[src/sv/rnm_pkg.sv]
// Shared types and constants for the radius nearest-match block.
`default_nettype none

package rnm_pkg;

  localparam int IDX_W = 16;
  localparam int CNT_W = 11;
  localparam int MODE_W = 2;

  localparam logic [MODE_W-1:0] MODE_LOAD  = 2'd0;
  localparam logic [MODE_W-1:0] MODE_QUERY = 2'd1;
  localparam logic [MODE_W-1:0] MODE_CLEAR = 2'd2;
  localparam logic [MODE_W-1:0] MODE_NOP   = 2'd3;

  localparam logic CFG_RADIUS = 1'b0;
  localparam logic CFG_SORT   = 1'b1;

  typedef struct packed {
    logic             busy;
    logic             valid;
    logic             hit;
    logic [IDX_W-1:0] id;
  } dist_tag_t;

endpackage

`default_nettype wire

[src/sv/rnm_dist.sv]
// Squared-distance pipeline: abs diff, square, sum and radius compare.
`default_nettype none

module rnm_dist
  import rnm_pkg::*;
#(
  parameter int CB  = 24,
  parameter int R2W = 46
) (
  input  wire logic                 clk,
  input  wire logic                 rst_n,
  input  wire logic                 in_vld,
  input  wire logic signed [CB-1:0] tgt_x,
  input  wire logic signed [CB-1:0] tgt_y,
  input  wire logic [IDX_W-1:0]     tgt_id,
  input  wire logic signed [CB-1:0] qx,
  input  wire logic signed [CB-1:0] qy,
  input  wire logic [R2W-1:0]       r2,
  output dist_tag_t                 tag,
  output logic [R2W-1:0]            d2
);

  logic signed [CB:0] ex;
  logic signed [CB:0] ey;
  logic [CB-1:0]      dx;
  logic [CB-1:0]      dy;
  logic [2*CB:0]      sum;

  logic               v1_r, v2_r, v3_r;
  logic [CB-1:0]      dx_r, dy_r;
  logic [IDX_W-1:0]   id1_r, id2_r, id3_r;
  logic [2*CB-1:0]    dx2_r, dy2_r;
  logic               hit_r;
  logic [R2W-1:0]     d2_r;

  assign ex  = {tgt_x[CB-1], tgt_x} - {qx[CB-1], qx};
  assign ey  = {tgt_y[CB-1], tgt_y} - {qy[CB-1], qy};
  assign dx  = ex[CB] ? CB'(-ex) : ex[CB-1:0];
  assign dy  = ey[CB] ? CB'(-ey) : ey[CB-1:0];
  assign sum = {1'b0, dx2_r} + {1'b0, dy2_r};

  always_ff @(posedge clk) begin
    if (!rst_n) begin
      v1_r <= 1'b0;
      v2_r <= 1'b0;
      v3_r <= 1'b0;
    end else begin
      v1_r <= in_vld;
      v2_r <= v1_r;
      v3_r <= v2_r;
    end
  end

  always_ff @(posedge clk) begin
    dx_r     <= dx;
    dy_r     <= dy;
    id1_r    <= tgt_id;
    dx2_r    <= dx_r * dx_r;
    dy2_r    <= dy_r * dy_r;
    id2_r    <= id1_r;
    hit_r    <= sum <= {{(2*CB+1-R2W){1'b0}}, r2};
    d2_r     <= sum[R2W-1:0];
    id3_r    <= id2_r;
  end

  assign tag.busy   = v1_r | v2_r | v3_r;
  assign tag.valid  = v3_r;
  assign tag.hit    = hit_r;
  assign tag.id     = id3_r;
  assign d2         = d2_r;

endmodule

`default_nettype wire

[config.mk]
export PLATFORM = sky130hd
export DESIGN_NAME = rnm_dist
export DESIGN_NICKNAME = d
export VERILOG_FILES = /design/src/sv/rnm_pkg.sv /design/src/sv/rnm_dist.sv
export SDC_FILE = /design/constraint.sdc
export NUM_CORES = 2
export LEC_CHECK = 0
export ABC_AREA = 1
export ABC_CLOCK_PERIOD_IN_PS = 17800
export BUFFER_PORTS_ARGS = -buffer_cell sky130_fd_sc_hd__buf_4
export CELL_PAD_IN_SITES_DETAIL_PLACEMENT = 0
export CELL_PAD_IN_SITES_GLOBAL_PLACEMENT = 2
export CORE_MARGIN = 10
export CORE_UTILIZATION = 24
export DETAILED_ROUTE_END_ITERATION = 6
export PLACE_DENSITY = 0.63
export SYNTH_ARGS = -nofsm -noshare
export SYNTH_HDL_FRONTEND = slang
export SYNTH_SLANG_ARGS = --single-unit
[constraint.sdc]
create_clock -name clk -period 17.8 [get_ports clk]
set_input_delay 2.67 -clock clk [delete_from_list [all_inputs] [get_ports clk]]
set_output_delay 2.67 -clock clk [all_outputs]
set_load 0.02 [all_outputs]
==> impl_metrics.toml <==
[hold_path]
whs_path_depth = 0
hp-start = "id1_r[4]"
hp-class = "flop to flop"
holdPathEnd = "id2_r[4]"

[cells_and_area]
syn_to_final_growth_pct = 12.6
utilization_pct = 27.2
layout-drive-gt1-share_pct = 5.88
postLayoutCellArea_um2 = 53300
fin_nets = 7774

[timing]
clock_skew_ns = 0.0199
tightest_slew_ns = 1.19
finalSetupTns_ns = 0
slew_viol_final = 0
slew_headroom_pct = 20.3
fin_crit_sh_pct = 41.4
setup_viol = 0
rsz0062_at_grt = "false"
post-route-min-period_ns = 7.37
finalHoldViolCount = 0
whs_ns = 0.324
fmax_mhz = 136

[floorplanning]
die_h_um = 464
die_x_um = 464
row_count = 162
ios = 226
die_area_um2 = 215000
initial_core_util_pct = 24.2
core_um2 = 196000

[global_routing]
antenna_found_initial = 2
grt-ovfl-total = 0
grt_pass1_vias = 40200
grt_max_degree = 27
grt_pass1_wl_um = 227000
track_usage_pct = 13.1

[detailed_routing]
dr.first_iter.drc_count = 1432
first_pass_iters = 5
wl_per_cell_um = 15.8
routed_wirelength_um = 141000
drc_errors = 0
vias = 36300
routed_via_density = 4.07
ant_nets = 0

[synth]
syn_avg_cell_area_um2 = 7.80
yosysTopAreaCell = "fa_1"
syn_area_um2 = 47300
synth_top_area_share_pct = 35.7
async_reset_ff_share_pct = 0
synthFlopType = "dfxtp_1"
yosysUniqueCellTypes = 52
synth_edf_count = 0
netlist_top_cells_count = "inv_1, nand2_1, fa_1"
yosys-top-cells-area = "fa_1, inv_1, ha_1"
syn_inst = 6067
seq_area_frac_synth_pct = 10.2
yosysWarnings = 0
synth.most_common_cell = "inv_1"
syn-num-nets = 7572
ys_ff_latch = 240

[cts]
cts_setup_buffers = 0
clockRootBuffer = "clkbuf_16"
cts.sinks = 240
htreeDepth = 2
clock_latency_ns = 0.59
ctsHoldBuffers = 0
cts_tree = "yes"
postCtsResizedCells = 0
cts_buffers = 35
cts.clk_slew.worst_paths_ns = 0.05
clk_path_buf_depth = 3

[setup_path]
cp-start-kind = "flop"
cp_slowest_cell = "nor4b_1"
path_max_fanout = 17
critPathKind = "flop to flop"
cp-end-kind = "flop"
timing.rr.end = "dy2_r[45]"
cp.arrival_ns = 7.85
rr_worst_depth = 28
cp_data_required_time_ns = 18.28
critical_path_buf_inv_count = 8
cp_top_family = "adder cells"
reg2reg_from = "dy_r[10]"
r2r_slack_ns = 10.43
cp_slowest_stage_delay_ns = 0.77

[placed_design]
dp_hpwl_um = 122000
place_area_um2 = 52200
gp_congestion = 0.824
port_buffers = 225

[status]
status = "finished, final reports clean"

[job]
cap_violations = 0
layer usage:
layer | part of all wire [%] | track usage (%) | wire (um)
met1 | 50 | 18.6 | 69900
met2 | 45 | 21.7 | 63900
met3 | 3.0 | 1.34 | 4280
met4 | 2.0 | 2.60 | 2750
met5 | 0 | 0 | 0
state kept, by name (all words and copies together), names as in the netlist, 16 cells and up:
| register | count |
|---|---|
| id1_r | 16 |
| dy2_r | 47 |
| dx_r | 24 |
| dx2_r | 47 |
| id3_r | 16 |
| id2_r | 16 |
| d2 | 46 |
| dy_r | 24 |
stage by stage:
stage,cells,worst slack (ns)
2_1_floorplan,6067,11.55
3_3_place_gp,8856,10.43
3_5_place_dp,8856,10.43
4_1_cts,8916,10.43
5_1_grt,8917,10.02
6_report,8918,10.43
worst max-delay path by stage:
stage	endpoint	cells after the start	startpoint	slack (ns)
after floorplan	dx2_r[47]	28	dx_r[14]	11.55
after global placement	dy2_r[45]	28	dy_r[10]	10.43
after detailed placement	dy2_r[45]	28	dy_r[10]	10.43
after CTS	dy2_r[45]	28	dy_r[10]	10.43
after global routing	dx2_r[47]	25	dx_r[23]	10.02
final	dy2_r[45]	28	dy_r[10]	10.43
logic make-up (layout without fill, tap and decap cells):
family	after synthesis	in the layout	synth area share [%]
AO/OA/AOI/OAI	457	457	5.53
XOR/XNOR	191	191	3.57
adder cells (fa/ha/maj)	1344	1344	48.9
buffers and inverters	1961	2186	15.6
flip-flops	240	240	10.2
other	0	2	0
AND/OR/NAND/NOR	1874	1874	16.2
layout by cell type, fill, tap and decap left out, types with 18 or more instances in the layout:
master	count
clkbuf_16	35
nand2_1	1288
o21ai_0	96
a21o_1	25
o21bai_1	31
nor2_1	291
ha_1	499
nand3_1	121
nand3b_1	18
nand4_1	58
a21oi_1	214
a31oi_1	37
buf_4	272
fa_1	845
xor2_1	119
nor3_1	30
inv_1	1849
dfxtp_1	240
xnor2_1	70
area by class of cell:
type	count	area, um2
clock inverter	10	95.1
timing repair buffer	272	2040
fill	21600	142000
multi-input combinational	3866	35100
sequential	240	4800
inverter	1854	6960
tap	2624	3280
antenna	2	5.00
clock buffer	50	972
Power is left out: the tool's default activity adds up to more than one toggle a clock period on the data nets, which glitch-free logic cannot reach.
